==> src/ute_pkg.sv <==
// ----------------------------------------------------------------------------
// ute_pkg
// Shared widths, constants, types and constant-divide helpers for the UTC
// date and time to Unix epoch converter.
// ----------------------------------------------------------------------------
package ute_pkg;

  localparam int DATE_W  = 19;
  localparam int TIME_W  = 18;
  localparam int EPOCH_W = 32;
  localparam int DAY_W   = 6;
  localparam int FIELD_W = 7;
  localparam int HOUR_W  = 5;
  localparam int SOD_W   = 17;
  localparam int Q100_W  = 13;
  localparam int DOY_W   = 12;
  localparam int MONTHS  = 2 ** FIELD_W;

  localparam int RECIP_10000_W = 19;
  localparam int RECIP_100_W   = 20;
  localparam int SHIFT_10000   = 32;
  localparam int SHIFT_100     = 26;
  localparam int PROD_10000_W  = DATE_W + RECIP_10000_W;
  localparam int PROD_100_W    = DATE_W + RECIP_100_W;

  localparam logic [RECIP_10000_W-1:0] RECIP_10000 = RECIP_10000_W'(429497);
  localparam logic [RECIP_100_W-1:0]   RECIP_100   = RECIP_100_W'(671089);

  localparam logic [DATE_W-1:0]  DEC_BASE        = DATE_W'(100);
  localparam logic [FIELD_W-1:0] LAST_WINTER_MON = FIELD_W'(2);
  localparam logic [EPOCH_W-1:0] DAYS_PER_YEAR   = EPOCH_W'(365);
  localparam logic [EPOCH_W-1:0] DAYS_MAR_2000   = EPOCH_W'(11017);
  localparam logic [EPOCH_W-1:0] DAYS_MAR_1999   = EPOCH_W'(10651);
  localparam logic [EPOCH_W-1:0] SECONDS_PER_DAY = EPOCH_W'(86400);
  localparam logic [SOD_W-1:0]   SECS_PER_HOUR   = SOD_W'(3600);
  localparam logic [SOD_W-1:0]   SECS_PER_MIN    = SOD_W'(60);

  typedef struct packed {
    logic [DAY_W-1:0]   day;
    logic [FIELD_W-1:0] month;
    logic [FIELD_W-1:0] yy;
  } civil_date_t;

  typedef struct packed {
    logic [HOUR_W-1:0]  hours;
    logic [FIELD_W-1:0] minutes;
    logic [FIELD_W-1:0] seconds;
  } clock_time_t;

  typedef logic [DOY_W-1:0] month_table_t [MONTHS];

  // Exact for every 19-bit operand: the reciprocal error times the operand
  // stays below two to the power of the shift.
  function automatic logic [DAY_W-1:0] div_10000(input logic [DATE_W-1:0] x);
    logic [PROD_10000_W-1:0] prod;
    prod = PROD_10000_W'(x) * PROD_10000_W'(RECIP_10000);
    return prod[SHIFT_10000 +: DAY_W];
  endfunction

  function automatic logic [Q100_W-1:0] div_100(input logic [DATE_W-1:0] x);
    logic [PROD_100_W-1:0] prod;
    prod = PROD_100_W'(x) * PROD_100_W'(RECIP_100);
    return prod[SHIFT_100 +: Q100_W];
  endfunction

  // Days from the start of the March-based year to the first of each month,
  // indexed by the calendar month code, including codes past December.
  function automatic month_table_t build_month_table();
    month_table_t tab;
    int cum [MONTHS];
    int q;
    int r;
    int moff;
    q = 0;
    r = 2;
    for (int m = 0; m < MONTHS; m++) begin
      cum[m] = q;
      q = q + 30;
      r = r + 3;
      if (r >= 5) begin
        r = r - 5;
        q = q + 1;
      end
    end
    for (int mo = 0; mo < MONTHS; mo++) begin
      moff = (mo > 2) ? (mo - 3) : (mo + 9);
      tab[mo] = DOY_W'(cum[moff]);
    end
    return tab;
  endfunction

  localparam month_table_t MONTH_START = build_month_table();

endpackage

==> src/ute_in_if.sv <==
// ----------------------------------------------------------------------------
// ute_in_if
// Input channel: packed DDMMYY date and HHMMSS time with valid/ready.
// ----------------------------------------------------------------------------
interface ute_in_if import ute_pkg::*; ();
  logic              valid;
  logic              ready;
  logic [DATE_W-1:0] packed_date;
  logic [TIME_W-1:0] packed_time;

  modport source (output valid, output packed_date, output packed_time, input ready);
  modport sink   (input valid, input packed_date, input packed_time, output ready);
endinterface

==> src/ute_out_if.sv <==
// ----------------------------------------------------------------------------
// ute_out_if
// Result channel: Unix epoch seconds with valid/ready.
// ----------------------------------------------------------------------------
interface ute_out_if import ute_pkg::*; ();
  logic               valid;
  logic               ready;
  logic [EPOCH_W-1:0] epoch_seconds;

  modport source (output valid, output epoch_seconds, input ready);
  modport sink   (input valid, input epoch_seconds, output ready);
endinterface

==> src/utc_date_time_to_epoch.sv <==
// Three register stages (decimal split, day count and seconds of day, final
// multiply by 86400 and add) lie between an input transfer and its result.
// Throughput: one item per cycle while the output channel is ready.
// Reset clears only the stage valid bits; payload registers are not reset.
// Each stage loads whenever it is empty or the stage after it moves.
// ----------------------------------------------------------------------------
// utc_date_time_to_epoch
// Converts a DDMMYY date and HHMMSS time into 32-bit Unix epoch seconds.
// ----------------------------------------------------------------------------
module utc_date_time_to_epoch import ute_pkg::*; (
  input  logic         clk,
  input  logic         rst_n,
  ute_in_if.sink       in_chan,
  ute_out_if.source    out_chan
);

  logic               s1_valid_r, s2_valid_r, s3_valid_r;
  logic               s1_load, s2_load, s3_load;

  civil_date_t        s1_date_r, s1_date_nxt;
  clock_time_t        s1_time_r, s1_time_nxt;
  logic [EPOCH_W-1:0] s2_days_r, s2_days_nxt;
  logic [SOD_W-1:0]   s2_sod_r, s2_sod_nxt;
  logic [EPOCH_W-1:0] s3_epoch_r, s3_epoch_nxt;

  logic [DAY_W-1:0]   date_q10000, time_q10000;
  logic [Q100_W-1:0]  date_q100, time_q100;
  logic [DATE_W-1:0]  time_ext;

  assign s3_load       = !s3_valid_r || out_chan.ready;
  assign s2_load       = !s2_valid_r || s3_load;
  assign s1_load       = !s1_valid_r || s2_load;
  assign in_chan.ready = s1_load;

  always_comb begin
    time_ext    = DATE_W'(in_chan.packed_time);
    date_q10000 = div_10000(in_chan.packed_date);
    date_q100   = div_100(in_chan.packed_date);
    time_q10000 = div_10000(time_ext);
    time_q100   = div_100(time_ext);

    s1_date_nxt.day   = date_q10000;
    s1_date_nxt.month = FIELD_W'(date_q100 - Q100_W'(date_q10000) * Q100_W'(DEC_BASE));
    s1_date_nxt.yy    = FIELD_W'(in_chan.packed_date - DATE_W'(date_q100) * DEC_BASE);

    s1_time_nxt.hours   = HOUR_W'(time_q10000);
    s1_time_nxt.minutes = FIELD_W'(time_q100 - Q100_W'(time_q10000) * Q100_W'(DEC_BASE));
    s1_time_nxt.seconds = FIELD_W'(time_ext - DATE_W'(time_q100) * DEC_BASE);
  end

  ute_day_count u_day_count (
    .date_i (s1_date_r),
    .days_o (s2_days_nxt)
  );

  always_comb begin
    s2_sod_nxt   = SOD_W'(s1_time_r.hours) * SECS_PER_HOUR
                 + SOD_W'(s1_time_r.minutes) * SECS_PER_MIN
                 + SOD_W'(s1_time_r.seconds);
    s3_epoch_nxt = s2_days_r * SECONDS_PER_DAY + EPOCH_W'(s2_sod_r);
  end

  always_ff @(posedge clk) begin
    if (!rst_n) begin
      s1_valid_r <= 1'b0;
      s2_valid_r <= 1'b0;
      s3_valid_r <= 1'b0;
    end else begin
      if (s1_load) begin
        s1_valid_r <= in_chan.valid;
      end
      if (s2_load) begin
        s2_valid_r <= s1_valid_r;
      end
      if (s3_load) begin
        s3_valid_r <= s2_valid_r;
      end
    end
  end

  always_ff @(posedge clk) begin
    if (s1_load) begin
      s1_date_r <= s1_date_nxt;
      s1_time_r <= s1_time_nxt;
    end
    if (s2_load) begin
      s2_days_r <= s2_days_nxt;
      s2_sod_r  <= s2_sod_nxt;
    end
    if (s3_load) begin
      s3_epoch_r <= s3_epoch_nxt;
    end
  end

  assign out_chan.valid         = s3_valid_r;
  assign out_chan.epoch_seconds = s3_epoch_r;

endmodule

==> src/ute_day_count.sv <==
// ----------------------------------------------------------------------------
// ute_day_count
// Civil date to days since 1970-01-01 for years 2000 to 2099, using a
// March-based year so that February ends the year.
// ----------------------------------------------------------------------------
module ute_day_count import ute_pkg::*; (
  input  civil_date_t        date_i,
  output logic [EPOCH_W-1:0] days_o
);

  logic               borrow;
  logic [FIELD_W-1:0] yoe;
  logic [EPOCH_W-1:0] doy;
  logic [EPOCH_W-1:0] year_days;

  always_comb begin
    borrow = (date_i.month <= LAST_WINTER_MON);
    yoe    = date_i.yy - FIELD_W'(borrow);
    doy    = EPOCH_W'(MONTH_START[date_i.month]) + EPOCH_W'(date_i.day) - EPOCH_W'(1);
    // January and February of 2000 belong to the March-based year 1999.
    if (borrow && (date_i.yy == '0)) begin
      year_days = DAYS_MAR_1999;
    end else begin
      year_days = DAYS_MAR_2000 + EPOCH_W'(yoe) * DAYS_PER_YEAR
                + EPOCH_W'(yoe[FIELD_W-1:2]);
    end
    days_o = year_days + doy;
  end

endmodule
==> src/flat_wrapper.sv <==
// flat-port wrapper written by rule: the top's interface ports become plain ports
module utc_date_time_to_epoch_flat import ute_pkg::*;
  (clk, rst_n, in_chan_valid, in_chan_packed_date, in_chan_packed_time, in_chan_ready, out_chan_valid, out_chan_epoch_seconds, out_chan_ready);
  ute_in_if in_chan_i ();
  ute_out_if out_chan_i ();
  input  logic clk;
  input  logic rst_n;
  input wire logic [$bits(in_chan_i.valid)-1:0] in_chan_valid;
  input wire logic [$bits(in_chan_i.packed_date)-1:0] in_chan_packed_date;
  input wire logic [$bits(in_chan_i.packed_time)-1:0] in_chan_packed_time;
  output wire logic [$bits(in_chan_i.ready)-1:0] in_chan_ready;
  output wire logic [$bits(out_chan_i.valid)-1:0] out_chan_valid;
  output wire logic [$bits(out_chan_i.epoch_seconds)-1:0] out_chan_epoch_seconds;
  input wire logic [$bits(out_chan_i.ready)-1:0] out_chan_ready;
  assign in_chan_i.valid = in_chan_valid;
  assign in_chan_i.packed_date = in_chan_packed_date;
  assign in_chan_i.packed_time = in_chan_packed_time;
  assign in_chan_ready = in_chan_i.ready;
  assign out_chan_valid = out_chan_i.valid;
  assign out_chan_epoch_seconds = out_chan_i.epoch_seconds;
  assign out_chan_i.ready = out_chan_ready;
  utc_date_time_to_epoch u_core (.clk(clk), .rst_n(rst_n), .in_chan(in_chan_i), .out_chan(out_chan_i));
endmodule
==> config.mk <==
export PLATFORM = sky130hd
export DESIGN_NAME = utc_date_time_to_epoch_flat
export DESIGN_NICKNAME = d
export VERILOG_FILES = /design/src/ute_pkg.sv /design/src/ute_in_if.sv /design/src/ute_out_if.sv /design/src/utc_date_time_to_epoch.sv /design/src/ute_day_count.sv /design/src/flat_wrapper.sv
export SDC_FILE = /design/constraint.sdc
export NUM_CORES = 2
export LEC_CHECK = 0
export BUFFER_PORTS_ARGS = -buffer_cell sky130_fd_sc_hd__buf_2
export CORE_MARGIN = 8
export CORE_UTILIZATION = 42
export CTS_CLUSTER_SIZE = 25
export DETAILED_ROUTE_END_ITERATION = 10
export SETUP_SLACK_MARGIN = 0.5
export SLEW_MARGIN = 20
export SYNTH_ARGS = -nofsm -noshare
export SYNTH_HDL_FRONTEND = slang
export SYNTH_SLANG_ARGS = --single-unit
==> constraint.sdc <==
create_clock -name clk -period 11 [get_ports clk]
set_input_delay 2.2 -clock clk [delete_from_list [all_inputs] [get_ports clk]]
set_output_delay 2.2 -clock clk [all_outputs]
set_load 0.005 [all_outputs]
-- Word-level counts from Yosys, hierarchy flattened
Memories as Yosys holds them, arrays and structs flattened.
Index checks and enable logic that the tools add are counted.
- register bits: 123
- memory bits (read-only): 1536
- input port bits: 41
- output and inout port bits: 34
- word-level logic and storage cells: 52
- memories: 1
- $add $sub $neg: 13
- $mul: 12
- $lt $le $gt $ge: 2
- mux-type cells: 3
- bitwise gates (word level): 1
- reduce and logical (&&, ||, !) cells: 8
- memory list (name ; words ; width ; rd ports ; clocked after memory_dff ; wr ports ; RTL line ; RTL):
    (name not given) ; 128 ; 12 ; 1 ; 0 ; 0 ; ute_day_count.sv:19 ; doy = EPOCH_W'(MONTH_START[date_i.month]) + EPOCH_W'(date_i.day) - EPOCH_W'(1);
- operators by type and width (cell ; number):
    $mul A19 B20 Y39 const B ; 1
    $mul A18 B20 Y38 const B ; 1
    $mul A19 B19 Y38 const B ; 1
    $mul A18 B19 Y37 const B ; 1
    $add A32 B17 Y32 ; 1
    $add A32 B32 Y32 ; 1
    $mul A32 B10 Y25 const B ; 1
    $sub A7 B7 Y7 ; 4
    $mux W12 ; 2
    $add A17 B5 Y18 ; 1
    $mux W18 ; 1
    $add A14 B16 Y17 const A ; 1
    $add A17 B13 Y17 ; 1
    $add A17 B7 Y17 ; 1
    $mul A7 B9 Y16 const B ; 1
    $sub A13 B1 Y14 const B ; 1
    $add A12 B6 Y13 ; 1
    $mul A13 B5 Y5 const B ; 1
    $mul A5 B8 Y13 const B ; 1
    $mul A12 B5 Y5 const B ; 1
    $mul A7 B4 Y11 const B ; 1
    $ge A8 B8 Y1 const B ; 1
    $not A7 Y8 ; 1
    $le A7 B2 Y1 const B ; 1
    7 further kinds ; 11

-- Depth between registers and ports, before layout
- word-level depth: 7
- mapped depth: 35
- mapped depth without buffers: 33

-- Modules after synthesis
A second synthesis with hierarchy kept.
- cell total of the unflattened synthesis: 3692
- area total of the unflattened synthesis: 35983.3 sq um
- modules (own cells, without submodules) (module ; instances ; cells an instance ; area an instance (sq um) ; sequential area each (sq um)):
    utc_date_time_to_epoch ; 1 ; 2974 ; 30763.3 ; 3453.3
    ute_day_count ; 1 ; 718 ; 5220.0 ; 0.0

-- Worst setup path before layout
Ideal clock, no wire load.
- path type: input-to-reg
- from: input in_chan_packed_time[15]
- to: register u_core.s1_time_r[13] in the netlist's numbering, data pin
- library setup time: 0.268 ns
- data arrival time: 8.664 ns
- required time: 10.732 ns
- slack: 2.068 ns
- cell stages on the path: 26
- buffers on the path: 0
- path through: fa_1 -> inv_1 -> fa_1 -> fa_1 -> inv_1 -> fa_1 -> inv_1 -> fa_1 -> inv_1 -> fa_1 -> ha_1 -> a21o_1 -> a221o_1 -> nor3_1 -> a31oi_1 -> a221oi_2 -> xnor2_1 -> ha_1 -> fa_1 -> inv_1 -> a21o_1 -> a21oi_1 -> xnor2_1 -> xnor2_1 -> xnor2_1 -> xnor3_1
- RTL lines (element ; RTL line ; RTL):
    start: declaration ; flat_wrapper.sv:10 ; input wire logic [$bits(in_chan_i.packed_time)-1:0] in_chan_packed_time;
    end signal: assignment ; utc_date_time_to_epoch.sv:84 ; s1_time_r <= s1_time_nxt;
    end: declaration ; utc_date_time_to_epoch.sv:21 ; clock_time_t s1_time_r, s1_time_nxt;

==> impl_metrics.ini <==
[layout]
diodes = 0
nets = 5001
utilization = 0.449
synthToLayoutAreaGrowth_pct = 6.16
drive_above_1_share = 0.0388

[drt]
num_vias = 23300
post_drt_wl_per_cell_um = 16.7
drc_errors = 0
totalWireLength_um = 78700
drtPass1Iterations = 5
first_iter_violations = 1050
antenna_left = 0
viasPerCell = 4.95

[critical_path]
crit_slowest_cell = or4_1
crit_type = in -> reg
endpoint_kind = flip-flop
cp_max_fo = 10
cp.required_ps = 11180
crit_path_start_kind = input pin
cp_slowest_stage_delay_ps = 600
arrival_ps = 9510

[clock_network]
ctsResizeCount = 0
numCtsBuffers = 17
clockBufferDepth = 2
ctsHoldBuffers = 0
post_cts_buffers = 0
clkTransAtPathRegs_ps = 60
htree_levels = 4
cts_sinks = 116
clk_root_buffer_cell = clkbuf_16
clock_latency_ps = 440
cts_tree = built

[synth]
ys_async_sr_fraction = 0
yosys_warnings = 0
ys_top_cells_by_area = fa_1, ha_1, inv_1
syn_inst = 3561
synth_area_leader_cell = fa_1
post_synth_num_cell_types = 78
synth_common_cells = inv_1, ha_1, fa_1, xnor2_1, a21oi_1
synth-seq-cells = 116
synth_nets = 4941
syn_area_sq_um = 35300
yosysMostFrequentCell = inv_1
synth_top_area_frac = 0.333
synth-edff-count = 113
synth_flop_cell = edfxtp_1
seq_area_frac_synth = 0.0979
syn_avg_cell_area_sq_um = 9.90

[placement]
place.port_buffers = 74
dpl.hpwl_um = 69900
place.gp.congestion = 0.911

[run]
cap_violations = 0

[timing]
finClkSkew_ps = 14.4
report.final.slew_viol_count = 0
tightest_slew_ps = 1010
setup_viol = 0
rsz0062_at_grt = false
finalSetupTns_ps = 0
hold_slack_ps = 418
min_period_ps = 9330
slew_headroom = 0.323
post-route-period-util = 0.849
fmax_mhz = 107
final-hold-violation-count = 0

[global_routing]
grt.overflow.total = 0
track_usage = 0.175
grt_pass1_wl_um = 133000
grt_pass1_vias = 25400
grt_max_degree = 74
antenna_found_initial = 0

[worst_hold_path]
hold_path_class = reg -> reg

[floorplan]
io_pins = 75
dieHeight_um = 306
core_area_sq_um = 83400
fp-row-count = 106
start_util = 0.423
chipWidth_um = 306
dieArea_sq_um = 93500

[status]
status = complete, no violations
==> through the flow <==
| step | area, sq um | setup slack (ps) | cells |
|---|---|---|---|
| finish | 37400 | 1670 | 4713 |
| global route | 37400 | 1260 | 4713 |
| CTS | 37400 | 1650 | 4713 |
| detailed placement | 36900 | 1200 | 4682 |
| global placement | 36900 | 1220 | 4682 |
| floorplan | 35300 | 2070 | 3561 |
==> final cells by class <==
class / instances / area, sq um
tap: 1080 / 1350
clock inverter: 14 / 106
fill: 7916 / 46000
inverter: 1009 / 3790
multi-input combinational: 2395 / 27900
timing repair buffer: 82 / 430
sequential: 116 / 3450
clock buffer: 17 / 425
==> worst paths after layout <==
| check | from | depth (start not counted) | slack, ps | to |
|---|---|---|---|---|
| min | u_core.s2_sod_r[2] | 0 | 420 | u_core.out_chan.epoch_seconds[2] |
| max reg2reg | u_core.s1_date_r[8] | 26 | 2520 | u_core.s2_days_r[19] |
| min reg2reg | u_core.s2_sod_r[2] | 0 | 420 | u_core.out_chan.epoch_seconds[2] |
| max | in_chan_packed_time[9] | 26 | 1670 | u_core.s1_time_r[13] |
==> cell usage in the layout, fill, tap and decap left out, drive strengths merged, types with 20 or more instances in the layout <==
cell type and instances:
nor2b 22, xnor2 133, nor3 36, a21oi 126, o21ai 107, nand2 93
a211oi 27, o21a 25, xor2 46, inv 1012, nor2 114, buf 82
a21o 52, ha 752, nand3 35, nand2b 20, edfxtp 113, fa 587
==> metal layers <==
metal	vias up	part of all wire	global-route usage
li1	11500	-	-
met1	11400	0.47	0.241
met2	347	0.48	0.301
met3	57	0.038	0.0214
met4	0	0.012	0.0272
met5	-	0	0
==> sequential cells by signal, summed over array words and instances (netlist names) <==
signal                         count
u_core.out_chan.epoch_seconds     32
u_core.out_chan.valid              1
u_core.s1_date_r                  20
u_core.s1_time_r                  19
u_core.s1_valid_r                  1
u_core.s2_days_r                  25
u_core.s2_sod_r                   17
u_core.s2_valid_r                  1
==> cell families after synthesis <==
group,after synthesis,share of synthesized area
adders and majority gates,1339,0.600
buffers and inverters,1050,0.112
AOI/OAI and AO/OA,465,0.0857
and+or+nand+nor,400,0.0550
xor gates and xnor gates,182,0.0464
DFF,116,0.0979
muxes,9,0.00326
==> worst max-delay path: cells and delay by family <==
| kind | cells | cell delay, ps |
|---|---|---|
| xor+xnor | 5 | 1100 |
| fa+ha+maj | 9 | 3930 |
| simple gates | 2 | 700 |
| compound gates | 4 | 910 |
| buf+inv | 6 | 640 |
Power is left out: the tool's default activity adds up to more than one toggle a clock period on the data nets, which glitch-free logic cannot reach.
